File: src/sepc_pkg.sv
// Package for the stepper encoder position controller.
// Holds payload structs, status structs, register indexes and fixed constants.
// No dependencies; every other file of the block imports it.
package sepc_pkg;

  localparam int unsigned CountW   = 11;
  localparam int unsigned CentW    = 16;
  localparam int unsigned CentRemW = 7;
  localparam int unsigned AngleW   = 9;
  localparam int unsigned HalfW    = 16;
  localparam int unsigned LockW    = 8;
  localparam int unsigned CfgIdxW  = 2;
  localparam int unsigned CfgDataW = 16;

  // Full scale of the encoder count; the count wraps between 0 and this value.
  localparam logic [CountW-1:0] TopCount = 11'd1232;

  // Position in hundredths of a degree is round(count * 36000 / 1232), which
  // equals floor((count * 2250 + 38) / 77). It is tracked as a quotient and a
  // remainder; one count step adds 2250 = 29 * 77 + 17 to the numerator.
  localparam logic [CentW-1:0]    CentQStep = 16'd29;
  localparam logic [CentRemW-1:0] CentRStep = 7'd17;
  localparam logic [CentRemW-1:0] CentDiv   = 7'd77;
  localparam logic [CentRemW-1:0] CentRWrap = 7'd60;
  localparam logic [CentRemW-1:0] CentROff  = 7'd38;
  localparam logic [CentW-1:0]    CentTop   = 16'd36000;

  // Move target: floor(angle * 1232 / 360) = floor(angle * 154 / 45), done as
  // angle * 154 * ceil(2^21 / 45) >> 21, exact for angles up to 360.
  localparam logic [AngleW-1:0] AngleMax    = 9'd360;
  localparam logic [31:0]       TargetRecip = 32'd7177016;
  localparam int unsigned       TargetShift = 21;
  localparam logic [16:0]       AngleScale  = 17'd154;
  localparam logic [16:0]       CountScale  = 17'd45;

  // Reset values of the configuration registers.
  localparam logic [HalfW-1:0] HalfPeriodRst = 16'd1;
  localparam logic [LockW-1:0] LockoutRst    = 8'd5;

  typedef enum logic [CfgIdxW-1:0] {
    CfgHalfPeriod = 2'd0,
    CfgRunEnable  = 2'd1,
    CfgRunDir     = 2'd2,
    CfgLockout    = 2'd3
  } cfg_idx_e;

  typedef enum logic {
    KindTick = 1'b0,
    KindMove = 1'b1
  } kind_e;

  typedef struct packed {
    logic              kind;
    logic              enc_a;
    logic              enc_b;
    logic [AngleW-1:0] target_angle;
  } in_t;

  typedef struct packed {
    logic              step_out;
    logic              dir_out;
    logic              drive_enable;
    logic [CountW-1:0] position_count;
    logic [CentW-1:0]  position_centideg;
    logic              moving;
  } out_t;

  // Next encoder position, as seen after the current request.
  typedef struct packed {
    logic [CountW-1:0] count;
    logic [CentW-1:0]  centideg;
  } enc_pos_t;

  // Positioner status after the current request.
  typedef struct packed {
    logic step_level;
    logic move_active;
    logic move_dir;
  } pos_status_t;

endpackage

File: src/sepc_encoder.sv
// Quadrature decoder with edge lockout and a wrapping position count.
// Also tracks the position in hundredths of a degree incrementally.
// Depends on sepc_pkg.
module sepc_encoder import sepc_pkg::*; (
  input  logic             clk_i,
  input  logic             rst_ni,
  input  logic             tick_i,
  input  logic             enc_a_i,
  input  logic             enc_b_i,
  input  logic [LockW-1:0] lockout_i,
  output enc_pos_t         pos_o
);

  logic              last_a_q, last_a_d;
  logic              last_b_q, last_b_d;
  logic [CountW-1:0] count_q, count_d;
  logic [LockW-1:0]  since_q, since_d;
  logic [CentW-1:0]  cent_q, cent_d;
  logic [CentRemW-1:0] rem_q, rem_d;

  logic              edge_a, edge_b, take, up;
  logic [LockW-1:0]  since_inc;
  logic [CentRemW-1:0] rem_sum;

  always_comb begin
    last_a_d  = last_a_q;
    last_b_d  = last_b_q;
    count_d   = count_q;
    since_d   = since_q;
    cent_d    = cent_q;
    rem_d     = rem_q;
    edge_a    = enc_a_i != last_a_q;
    edge_b    = enc_b_i != last_b_q;
    since_inc = (since_q == '1) ? since_q : since_q + LockW'(1);
    take      = (edge_a || edge_b) && (since_inc > lockout_i);
    up        = edge_a ? (enc_a_i == enc_b_i) : (enc_a_i != enc_b_i);
    rem_sum   = rem_q + CentRStep;
    if (tick_i) begin
      last_a_d = enc_a_i;
      last_b_d = enc_b_i;
      since_d  = take ? '0 : since_inc;
      if (take) begin
        if (up) begin
          if (count_q >= TopCount) begin
            count_d = '0;
            cent_d  = '0;
            rem_d   = CentROff;
          end else begin
            count_d = count_q + CountW'(1);
            if (rem_sum >= CentDiv) begin
              rem_d  = rem_sum - CentDiv;
              cent_d = cent_q + CentQStep + CentW'(1);
            end else begin
              rem_d  = rem_sum;
              cent_d = cent_q + CentQStep;
            end
          end
        end else begin
          if (count_q == '0) begin
            count_d = TopCount;
            cent_d  = CentTop;
            rem_d   = CentROff;
          end else begin
            count_d = count_q - CountW'(1);
            if (rem_q >= CentRStep) begin
              rem_d  = rem_q - CentRStep;
              cent_d = cent_q - CentQStep;
            end else begin
              rem_d  = rem_q + CentRWrap;
              cent_d = cent_q - CentQStep - CentW'(1);
            end
          end
        end
      end
    end
  end

  always_ff @(posedge clk_i or negedge rst_ni) begin
    if (!rst_ni) begin
      last_a_q <= 1'b0;
      last_b_q <= 1'b0;
      count_q  <= '0;
      since_q  <= '1;
      cent_q   <= '0;
      rem_q    <= CentROff;
    end else begin
      last_a_q <= last_a_d;
      last_b_q <= last_b_d;
      count_q  <= count_d;
      since_q  <= since_d;
      cent_q   <= cent_d;
      rem_q    <= rem_d;
    end
  end

  assign pos_o.count    = count_d;
  assign pos_o.centideg = cent_d;

endmodule

File: src/sepc_positioner.sv
// Step pulse generator and move sequencer.
// Takes the next encoder count from sepc_encoder; depends on sepc_pkg.
module sepc_positioner import sepc_pkg::*; (
  input  logic              clk_i,
  input  logic              rst_ni,
  input  logic              tick_i,
  input  logic              move_i,
  input  logic [AngleW-1:0] angle_i,
  input  logic [CountW-1:0] count_i,
  input  logic [HalfW-1:0]  half_period_i,
  input  logic              run_enable_i,
  output pos_status_t       status_o
);

  logic [HalfW-1:0]  timer_q, timer_d;
  logic              phase_q, phase_d;
  logic              active_q, active_d;
  logic [CountW-1:0] target_q, target_d;
  logic              dir_q, dir_d;

  logic [HalfW-1:0]  half_eff, timer_inc;
  logic              boundary, active_tick, stepping;
  logic [AngleW-1:0] angle_sat;
  logic [31:0]       target_prod;
  logic [16:0]       angle_scaled, count_scaled;
  logic              level;

  always_comb begin
    half_eff     = (half_period_i == '0) ? HalfW'(1) : half_period_i;
    boundary     = (timer_q == '0) && !phase_q;
    active_tick  = active_q && !(boundary && (count_i == target_q));
    stepping     = active_tick || run_enable_i || !boundary;
    timer_inc    = timer_q + HalfW'(1);
    angle_sat    = (angle_i > AngleMax) ? AngleMax : angle_i;
    target_prod  = 32'(angle_sat) * TargetRecip;
    angle_scaled = 17'(angle_sat) * AngleScale;
    count_scaled = 17'(count_i) * CountScale;

    timer_d  = timer_q;
    phase_d  = phase_q;
    active_d = active_q;
    target_d = target_q;
    dir_d    = dir_q;
    level    = !phase_q && (timer_q != '0);

    if (move_i) begin
      target_d = target_prod[TargetShift +: CountW];
      dir_d    = !(angle_scaled < count_scaled);
      active_d = 1'b1;
    end else if (tick_i) begin
      active_d = active_tick;
      if (!stepping) begin
        timer_d = '0;
        phase_d = 1'b0;
        level   = 1'b0;
      end else begin
        level = !phase_q;
        if (timer_inc >= half_eff) begin
          timer_d = '0;
          phase_d = !phase_q;
        end else begin
          timer_d = timer_inc;
        end
      end
    end
  end

  always_ff @(posedge clk_i or negedge rst_ni) begin
    if (!rst_ni) begin
      timer_q  <= '0;
      phase_q  <= 1'b0;
      active_q <= 1'b0;
      target_q <= '0;
      dir_q    <= 1'b1;
    end else begin
      timer_q  <= timer_d;
      phase_q  <= phase_d;
      active_q <= active_d;
      target_q <= target_d;
      dir_q    <= dir_d;
    end
  end

  assign status_o.step_level  = level;
  assign status_o.move_active = active_d;
  assign status_o.move_dir    = dir_d;

endmodule

File: src/sepc_out_buf.sv
// Result register with a skid stage, so a request is taken while a result waits.
// Depends on sepc_pkg for the result struct.
module sepc_out_buf import sepc_pkg::*; (
  input  logic clk_i,
  input  logic rst_ni,
  input  logic push_i,
  input  out_t data_i,
  output logic full_o,
  output logic valid_o,
  input  logic stall_i,
  output out_t data_o
);

  logic out_valid_q, out_valid_d;
  logic skid_valid_q, skid_valid_d;
  out_t out_q, out_d;
  out_t skid_q, skid_d;
  logic pop;

  always_comb begin
    pop          = out_valid_q && !stall_i;
    out_valid_d  = out_valid_q;
    skid_valid_d = skid_valid_q;
    out_d        = out_q;
    skid_d       = skid_q;
    if (skid_valid_q) begin
      if (pop) begin
        out_d        = skid_q;
        skid_valid_d = 1'b0;
      end
    end else if (push_i) begin
      if (!out_valid_q || pop) begin
        out_d       = data_i;
        out_valid_d = 1'b1;
      end else begin
        skid_d       = data_i;
        skid_valid_d = 1'b1;
      end
    end else if (pop) begin
      out_valid_d = 1'b0;
    end
  end

  always_ff @(posedge clk_i or negedge rst_ni) begin
    if (!rst_ni) begin
      out_valid_q  <= 1'b0;
      skid_valid_q <= 1'b0;
    end else begin
      out_valid_q  <= out_valid_d;
      skid_valid_q <= skid_valid_d;
    end
  end

  always_ff @(posedge clk_i) begin
    out_q  <= out_d;
    skid_q <= skid_d;
  end

  assign full_o  = skid_valid_q;
  assign valid_o = out_valid_q;
  assign data_o  = out_q;

endmodule

File: src/stepper_encoder_position_controller.sv
// Stepper encoder position controller: quadrature counter plus step positioner.
// Each result is registered in the output register or the skid stage. Throughput is
// one request per cycle while the skid stage is free; the output register and skid
// stage keep it while one result waits. Asynchronous active-low reset clears all
// state but result data, restores configuration defaults and needs no clearing pass.
module stepper_encoder_position_controller import sepc_pkg::*; (
  input  logic                clk_i,
  input  logic                rst_ni,
  // Request channel: one tick sample or one move command per request.
  input  logic                in_valid_i,
  output logic                in_stall_o,
  input  in_t                 in_data_i,
  // Result channel: one status word per request.
  output logic                out_valid_o,
  input  logic                out_stall_i,
  output out_t                out_data_o,
  // Configuration write channel.
  input  logic                cfg_valid_i,
  output logic                cfg_ready_o,
  input  logic [CfgIdxW-1:0]  cfg_index_i,
  input  logic [CfgDataW-1:0] cfg_data_i
);

  // Configuration registers. Writes must happen only while the block is idle,
  // which the block itself does not enforce; the port is always ready.
  logic [HalfW-1:0] half_period_q;
  logic             run_enable_q;
  logic             run_dir_q;
  logic [LockW-1:0] lockout_q;

  assign cfg_ready_o = 1'b1;

  always_ff @(posedge clk_i or negedge rst_ni) begin
    if (!rst_ni) begin
      half_period_q <= HalfPeriodRst;
      run_enable_q  <= 1'b0;
      run_dir_q     <= 1'b1;
      lockout_q     <= LockoutRst;
    end else if (cfg_valid_i && cfg_ready_o) begin
      unique case (cfg_idx_e'(cfg_index_i))
        CfgHalfPeriod: half_period_q <= cfg_data_i[HalfW-1:0];
        CfgRunEnable:  run_enable_q  <= cfg_data_i[0];
        CfgRunDir:     run_dir_q     <= cfg_data_i[0];
        CfgLockout:    lockout_q     <= cfg_data_i[LockW-1:0];
        default: ;
      endcase
    end
  end

  // A request is taken whenever the skid stage is free. Tick requests advance the
  // encoder and pulse generator; move requests only load a target and start a move.
  logic        accept, tick, move;
  logic        buf_full;
  enc_pos_t    pos;
  pos_status_t status;
  out_t        result;

  assign in_stall_o = buf_full;
  assign accept     = in_valid_i && !buf_full;
  assign tick       = accept && (kind_e'(in_data_i.kind) == KindTick);
  assign move       = accept && (kind_e'(in_data_i.kind) == KindMove);

  sepc_encoder u_encoder (
    .clk_i     (clk_i),
    .rst_ni    (rst_ni),
    .tick_i    (tick),
    .enc_a_i   (in_data_i.enc_a),
    .enc_b_i   (in_data_i.enc_b),
    .lockout_i (lockout_q),
    .pos_o     (pos)
  );

  // The positioner sees the count after this tick's encoder update, so a move can
  // end on the same tick that the encoder reaches the target, if at a pulse boundary.
  sepc_positioner u_positioner (
    .clk_i         (clk_i),
    .rst_ni        (rst_ni),
    .tick_i        (tick),
    .move_i        (move),
    .angle_i       (in_data_i.target_angle),
    .count_i       (pos.count),
    .half_period_i (half_period_q),
    .run_enable_i  (run_enable_q),
    .status_o      (status)
  );

  // Direction follows the move while one is active, else the free-run setting.
  always_comb begin
    result.step_out          = status.step_level;
    result.dir_out           = status.move_active ? status.move_dir : run_dir_q;
    result.drive_enable      = status.move_active || run_enable_q;
    result.position_count    = pos.count;
    result.position_centideg = pos.centideg;
    result.moving            = status.move_active;
  end

  sepc_out_buf u_out_buf (
    .clk_i   (clk_i),
    .rst_ni  (rst_ni),
    .push_i  (accept),
    .data_i  (result),
    .full_o  (buf_full),
    .valid_o (out_valid_o),
    .stall_i (out_stall_i),
    .data_o  (out_data_o)
  );

endmodule

File: config.mk
export PLATFORM = sky130hd
export DESIGN_NAME = stepper_encoder_position_controller
export DESIGN_NICKNAME = d
export VERILOG_FILES = /design/src/sepc_pkg.sv /design/src/sepc_encoder.sv /design/src/sepc_positioner.sv /design/src/sepc_out_buf.sv /design/src/stepper_encoder_position_controller.sv
export SDC_FILE = /design/constraint.sdc
export NUM_CORES = 1
export LEC_CHECK = 0
export BUFFER_PORTS_ARGS = -buffer_cell sky130_fd_sc_hd__buf_2
export CAP_MARGIN = 30
export CORE_ASPECT_RATIO = 1.25
export CORE_MARGIN = 5
export CORE_UTILIZATION = 45
export DETAILED_ROUTE_END_ITERATION = 16
export PLACE_DENSITY_LB_ADDON = 0.15
export SLEW_MARGIN = 20
export SYNTH_ARGS = -nofsm -noshare
export SYNTH_HDL_FRONTEND = slang
export SYNTH_SLANG_ARGS = --single-unit
File: constraint.sdc
create_clock -name clk_i -period 12.3 [get_ports clk_i]
set_input_delay 0.615 -clock clk_i [delete_from_list [all_inputs] [get_ports clk_i]]
set_output_delay 0.615 -clock clk_i [all_outputs]
set_load 0.005 [all_outputs]
==> results of run 1 <==
## per-layer routing
metal / share of wire, % / track usage (%) / up-vias / wire length, µm
li1: - / - / 6003 / -
met1: 41 / 24.3 / 5910 / 16100
met2: 53 / 38.8 / 203 / 20700
met3: 2.6 / 2.45 / 72 / 997
met4: 3.1 / 8.50 / 0 / 1190
met5: 0 / 0 / - / 0
## where the power goes
| part | total (mW) | switching, mW | internal [mW] |
|---|---|---|---|
| combinational | 2.57 | 1.46 | 1.11 |
| clock | 0.574 | 0.233 | 0.342 |
| sequential | 1.03 | 0.243 | 0.783 |
## critical path: cells and delay by family (launching register included)
kind | cells | cell delay (ns)
and+or+nand+nor | 11 | 2.32
muxes | 1 | 0.36
xor gates and xnor gates | 1 | 0.14
adders and majority gates | 7 | 2.34
buffers and inverters | 3 | 0.41
DFF | 1 | 0.57
AOI/OAI and AO/OA | 12 | 2.62
## cells by family after synthesis
family	count (synthesis)	share of synthesized area, %
other cells	1	0.0243
xor+xnor	106	6.02
compound gates	356	15.0
buf+inv	301	7.63
mux	52	3.69
fa+ha+maj	255	23.9
flops	164	28.7
simple gates	458	15.0
## cell usage in the layout, fill, tap and decap left out, drive strengths merged, types with 6 or more instances in the layout
| cell | n |
|---|---|
| a211oi | 8 |
| a21boi | 7 |
| a21o | 20 |
| a21oi | 71 |
| a22o | 7 |
| a22oi | 6 |
| a31oi | 16 |
| and2 | 6 |
| and3 | 17 |
| buf | 84 |
| clkbuf | 17 |
| clkinv | 6 |
| dfrtp | 86 |
| dfstp | 16 |
| edfxtp | 62 |
| fa | 66 |
| ha | 188 |
| inv | 230 |
| mux2 | 39 |
| mux2i | 13 |
| nand2 | 143 |
| nand2b | 21 |
| nand3 | 43 |
| nand4 | 20 |
| nor2 | 80 |
| nor2b | 10 |
| nor3 | 40 |
| nor3b | 7 |
| nor4 | 24 |
| o21a | 7 |
| o21ai | 112 |
| o22ai | 20 |
| o31ai | 10 |
| or2 | 8 |
| or3 | 10 |
| or4 | 8 |
| xnor2 | 72 |
| xor2 | 34 |
## cell type report
cell class	instances	area [µm²]	area share, %
flip-flops and latches	164	4440	26.4
repair buffers	85	510	3.04
clock inverters	15	204	1.21
clock buffers	17	425	2.53
multi-input cells	1228	9850	58.6
inverters	226	848	5.05
well taps	423	529	3.15
## worst max-delay path by stage
stage	start	to	slack [ns]	cells after the start
after floorplan	u_encoder.since_q[0]	u_out_buf.data_o[29]	4.08	38
after global placement	u_encoder.since_q[0]	u_out_buf.data_o[29]	3.71	36
after detailed placement	u_encoder.since_q[0]	u_out_buf.data_o[29]	3.44	35
after CTS	u_encoder.since_q[0]	u_out_buf.data_o[29]	3.40	35
after global routing	u_encoder.since_q[0]	u_out_buf.data_o[29]	2.58	35
final	u_encoder.since_q[0]	u_out_buf.data_o[29]	3.35	35
## metrics by stage
stage / utilization, % / area [µm²] / instances / setup slack (ns) / hold slack, ns
CTS: 49.7 / 16700 / 2155 / 3.40 / 0.155
global route: 49.9 / 16800 / 2158 / 2.58 / 0.198
finish: 49.9 / 16800 / 2158 / 3.35 / 0.160
floorplan: - / 15400 / 1693 / 4.08 / 0.319
global placement: 47.8 / 16100 / 2123 / 3.71 / 0.464
detailed placement: 47.8 / 16100 / 2123 / 3.44 / 0.474
## state kept, by name (all words and copies together) (netlist names)
register	flops
u_out_buf.valid_o	1
u_encoder.cent_q	16
u_out_buf.skid_q	31
lockout_q	8
u_positioner.target_q	11
u_positioner.timer_q	16
run_enable_q	1
u_encoder.last_b_q	1
u_encoder.count_q	11
u_positioner.phase_q	1
u_out_buf.full_o	1
u_out_buf.data_o	31
u_encoder.since_q	8
u_positioner.active_q	1
u_encoder.rem_q	7
run_dir_q	1
u_positioner.dir_q	1
u_encoder.last_a_q	1
half_period_q	16
==> impl_results.md, run 1 <==
* Resize count post-CTS at 0
* Worst min path class: input pin to asynchronous set/reset pin
* Row cnt at 75
* Max_cap viols at 0
* Yosys cell types at 90
* Critical path's largest stage delay at around 0.77 ns
* Leak at between 7 and 8 nW
* Sink Count at about 160
* Top-count cell post-synth: inv_1
* DRC violations left at 0
* RR Startpoint: u_encoder.since_q[0]
* Number of global-route vias before repair at between 10k and 15k
* Vias at 12.2k
* Share of layout cells above drive strength 1 at 11.7%
* IO buf count at 67
* Mapped cell area at roughly 15000 µm²
* Final wirelength at ~40000 µm
* GP Congestion at around 0.92
* Hold buffers post-CTS at 0
* P per Cell Area at about 250 nW/µm²
* Synth Instances at 1693
* Worst R2R Setup Slack at 3.35 ns
* Initial Utilization at between 40 and 50%
* Crit-path max FO at 45
* Max Freq at 112 MHz
* Post-synthesis sequential area ratio at 28.7%
* Via/cell ratio at 5.65
* #FFs+latches synth at between 150 and 200
* First-pass GRT wire length at around 64000 µm
* H-tree levels at 4
* Detailed Routing Iterations Pass 1 at 5
* Post-synth top cells: inv_1, ha_1, nand2_1
* FFs w/ async S/R, synth at 62.2%
* Worst Setup End Kind: register
* Num CTS Buffers at 17
* DRT iter0 DRCs at 763
* Maximum vdd ir drop at 0.000183 V
* Tcrit/Tclk final at 72.8%
* Number of synthesized flops with an enable pin at between 60 and 70
* Total power at 4.17 mW
* # setup viols final at 0
* Global route overflow at 0
* Chip Width at roughly 180 µm
* Status: finished clean
* Die area at 38100 µm²
* Primary FF master, synth: dfrtp_1
* Slew margin rel. at around two fifths
* R2R cell count at 35
* DP Wirelength at 30300 µm
* TNS Setup at 0 ns
* Worst-path clk slew at 0.07 ns
* Diodes inserted at 0
* Tot GR Track Use at 20.9%
* Clk buf depth at 2
* Synth-to-Final Area Change at 8.94%
* WP data arrival at 9.21 ns
* Required time worst endpoint at ~13 ns
* CORE AREA at 33700 µm²
* Clock Skew at 0.00955 ns
* CP Launch Type: register
* Syn nets at 1982
* Worst skew pair latency at 0.45 ns
* Least-Margin Pin Slew at 0.896 ns
* # nets final at 2011
* Pin count of the biggest net entering global routing at 62
* CTS tree: built
* Post-synth top area share at 15.2%
* RSZ-0062 raised after global routing: no
* Chip height at 217 µm
* Crit path top cell by count: ha_1
* WL/cell at 18.1 µm
* # fillers at 3203
* Total setup buffers inserted after CTS at 0
* Tmin final at 8.95 ns
* YS warnings at 0
* RR Endpoint: u_out_buf.data_o[29]
* Max-slew violation count at 0
* Most area-hungry cell type in the Yosys netlist: ha_1
* Avg Cell Area, Syn at 9.11 µm²
* Boundary pin count at 69
* Root buffer cell: clkbuf_16
* CP max-delay cell: o31ai_1
* Fin. Hold Viols at 0
* DRT antenna net count at 0
* Synth area leaders: ha_1, dfrtp_1, edfxtp_1
* Initial antenna violation count at 0
* Crit Path Category: register to register
Note: power is estimated with default switching activity, not from simulation.
==> run 2, diff against run 1 <==
clock period = 8.89 ns   (was 12.3 ns; I/O delays follow)
==> run 2 against run 1 <==
  * Final cell count is 0.65% higher
  * Sequential power rose by 39%
  * Hold slack better by 0.042 ns
  * Setup slack worse by 2.8 ns
  * Final area grew 0.34%
  * Non-clock buffer count increased by 14
  * Routed wire length increased by 0.42%
  * Sequential share of layout area down 0.090 points
  * Combinational power grew 40%
  * Largest cell class unchanged
==> impl_results.md, run 2 (same netlist as run 1, synthesis figures left out) <==
* P per Cell Area at 338 nW/µm² (+36%)
* DRT iter0 DRCs at 908 (+19%)
* Routed wl met2 at 20400 µm (-1.3%)
* Via/cell ratio at 5.68 (+0.52%)
* Max Freq at 120 MHz (+7.4%)
* Synth-to-Final Area Change at 9.31%
* # nets final at 2025 (+0.70%)
* Sink Count at 164 (unchanged)
* Worst hold path depth at 3
* Min Hold Slack at 0.202 ns (+0.0418 ns)
* RR Endpoint: u_out_buf.data_o[29]
* DP Wirelength at 30200 µm (-0.11%)
* Commonest non-fill, non-tap cell in the layout: inv_1
* Routed length on met3 at 1370 µm (+37%)
* Tot GR Track Use at 20.9% (about the same)
* Worst Hold Path EP: half_period_q[13]
* Commonest cells after routing, fill and taps aside: inv_1, ha_1, nand2_1
* DRT antenna net count at 0 (unchanged)
* Crit-path max FO at 8 (-82%)
* Share of layout cells above drive strength 1 at 12.9% (+1.2 points)
* Boundary pin count at 69 (unchanged)
* CP Launch Type: register
* Clock Skew at 0.00909 ns (-0.000463 ns)
* WP data arrival at 8.60 ns (-0.61 ns)
* Row cnt at 75 (unchanged)
* Leak at 7.72 nW (+0.27%)
* Clk buf depth at 2 (unchanged)
* CORE AREA at 33700 µm² (unchanged)
* Hold Startpoint: cfg_data_i[13]
* H-tree levels at 4 (unchanged)
* Non-Filler Instances at 2172 (+0.65%)
* Initial Utilization at 45.8% (unchanged)
* Status: finished clean
* Max_cap viols at 0 (unchanged)
* Worst R2R Setup Slack at 0.56 ns (-2.79 ns)
* Max-slew violation count at 0 (unchanged)
* GP Congestion at 0.911 (-0.82%)
* Number of global-route vias before repair at 12.3k (-2.6%)
* Initial antenna violation count at 1 (+1)
* CP max-delay cell: or4b_2
* Tcrit/Tclk final at 93.7% (+21 points)
* CTS tree: built
* Vias at 12.3k (+1.2%)
* Num CTS Buffers at 17 (unchanged)
* R2R cell count at 37 (+5.7%)
* Fin. Hold Viols at 0 (unchanged)
* Critical path's largest stage delay at 0.60 ns (-0.17 ns)
* WL/cell at 18.0 µm (-0.23%)
* Chip height at 217 µm (unchanged)
* Final wirelength at 39100 µm (+0.42%)
* Worst Setup End Kind: register
* Tmin final at 8.33 ns (-0.620 ns)
* RR Startpoint: u_encoder.since_q[0]
* Uppermost layer routed: met5
* Chip Width at 176 µm (unchanged)
* Root buffer cell: clkbuf_16
* Worst skew pair latency at 0.45 ns (about the same)
* Global route overflow at 0 (unchanged)
* Crit Path Category: register to register
* Worst min path class: input pin to register
* Worst-path clk slew at 0.07 ns (about the same)
* Least-Margin Pin Slew at 0.923 ns (+0.0271 ns)
* Required time worst endpoint at 9.16 ns (-3.40 ns)
* # setup viols final at 0 (unchanged)
* Crit path top cell by count: ha_1
* Die area at 38100 µm² (unchanged)
* Metal-1 WL at 16300 µm (+1.4%)
* Pin count of the biggest net entering global routing at 67 (+8.1%)
* Diodes inserted at 0 (unchanged)
* Detailed Routing Iterations Pass 1 at 6 (+1)
* Placed cells at 2129 (+0.28%)
* Slew margin rel. at 38.3% (-1.8 points)
* Maximum vdd ir drop at 0.000230 V (+26%)
* IO buf count at 67 (unchanged)
* DRC violations left at 0 (unchanged)
* First-pass GRT wire length at 64400 µm (about the same)
[run 2: cell count changes in the layout (fill, tap and decap cells not counted), moves of 2 or more]
| cell | delta |
|---|---|
| buf_4 | +13 |
| a21oi_1 | -4 |
| a21oi_2 | +4 |
| bufinv_16 | -4 |
| clkinvlp_4 | +4 |
| clkbuf_1 | +2 |
| clkinv_1 | -2 |
| clkinv_2 | +2 |
[run 2: metal layers]
layer  up-vias  global-route usage [%]
li1       6034                       -
met3        63                    2.64
met1      5972                    25.5
met2       260                    38.2
met4         2                    6.50
met5         -                       0
[run 2: report_power, final]
part / switching (mW) / internal (mW)
Clock: 0.327 / 0.360
Combinational: 2.04 / 1.55
Sequential: 0.347 / 1.08
Total: 2.71 / 2.99
[run 2: final cells by class]
class | count | area [µm²]
Inverter | 226 | 848
Multi-Input combinational cell | 1228 | 9900
Sequential cell | 164 | 4440
Clock buffer | 18 | 429
Tap cell | 423 | 529
Timing Repair Buffer | 99 | 617
Fill cell | 3170 | 16800
Clock inverter | 14 | 108
[run 2: repair_timing]
action / in CTS / in global routing
endpoints found under the setup margin: 0 / 2
endpoints found under the hold margin: 31 / 0
resized for setup: 0 / 12
setup buffers: 0 / 7
hold buffers: 1 / 0
[run 2: stage by stage]
stage | utilization, % | total power, mW | setup slack, ns | TNS [ns] | instance area [µm²]
3_5_place_dp | 48.0 | 4.99 | 0.224 | 0 | 16200
4_1_cts | 49.6 | 5.71 | 0.131 | 0 | 16700
2_1_floorplan | - | 4.06 | 0.675 | 0 | 15400
6_report | 50.1 | 5.71 | 0.557 | 0 | 16900
5_1_grt | 50.1 | 6.30 | -0.00459 | -0.00459 | 16900
3_3_place_gp | 48.0 | 4.94 | 0.472 | 0 | 16200
[run 2: how the worst max path moves through the flow]
stage | startpoint | endpoint | slack [ns] | cells past startpoint
2_1_floorplan | u_encoder.since_q[0] | u_out_buf.data_o[29] | 0.67 | 38
3_3_place_gp | u_encoder.since_q[0] | u_out_buf.data_o[29] | 0.47 | 38
3_5_place_dp | u_encoder.since_q[0] | u_out_buf.data_o[29] | 0.22 | 36
4_1_cts | u_encoder.since_q[0] | u_out_buf.data_o[29] | 0.13 | 35
5_1_grt | u_encoder.since_q[0] | u_out_buf.data_o[29] | -0.005 | 35
6_report | u_encoder.since_q[0] | u_out_buf.data_o[29] | 0.56 | 37
[run 2: worst max-delay path: cells and delay by family (launching register included)]
kind	cells	cell delay, ns
flip-flops	1	0.57
buffers and inverters	4	0.49
AO/OA/AOI/OAI	13	2.02
XOR/XNOR	1	0.14
AND/OR/NAND/NOR	11	2.43
adder cells (fa/ha/maj)	7	2.15
multiplexers	1	0.32
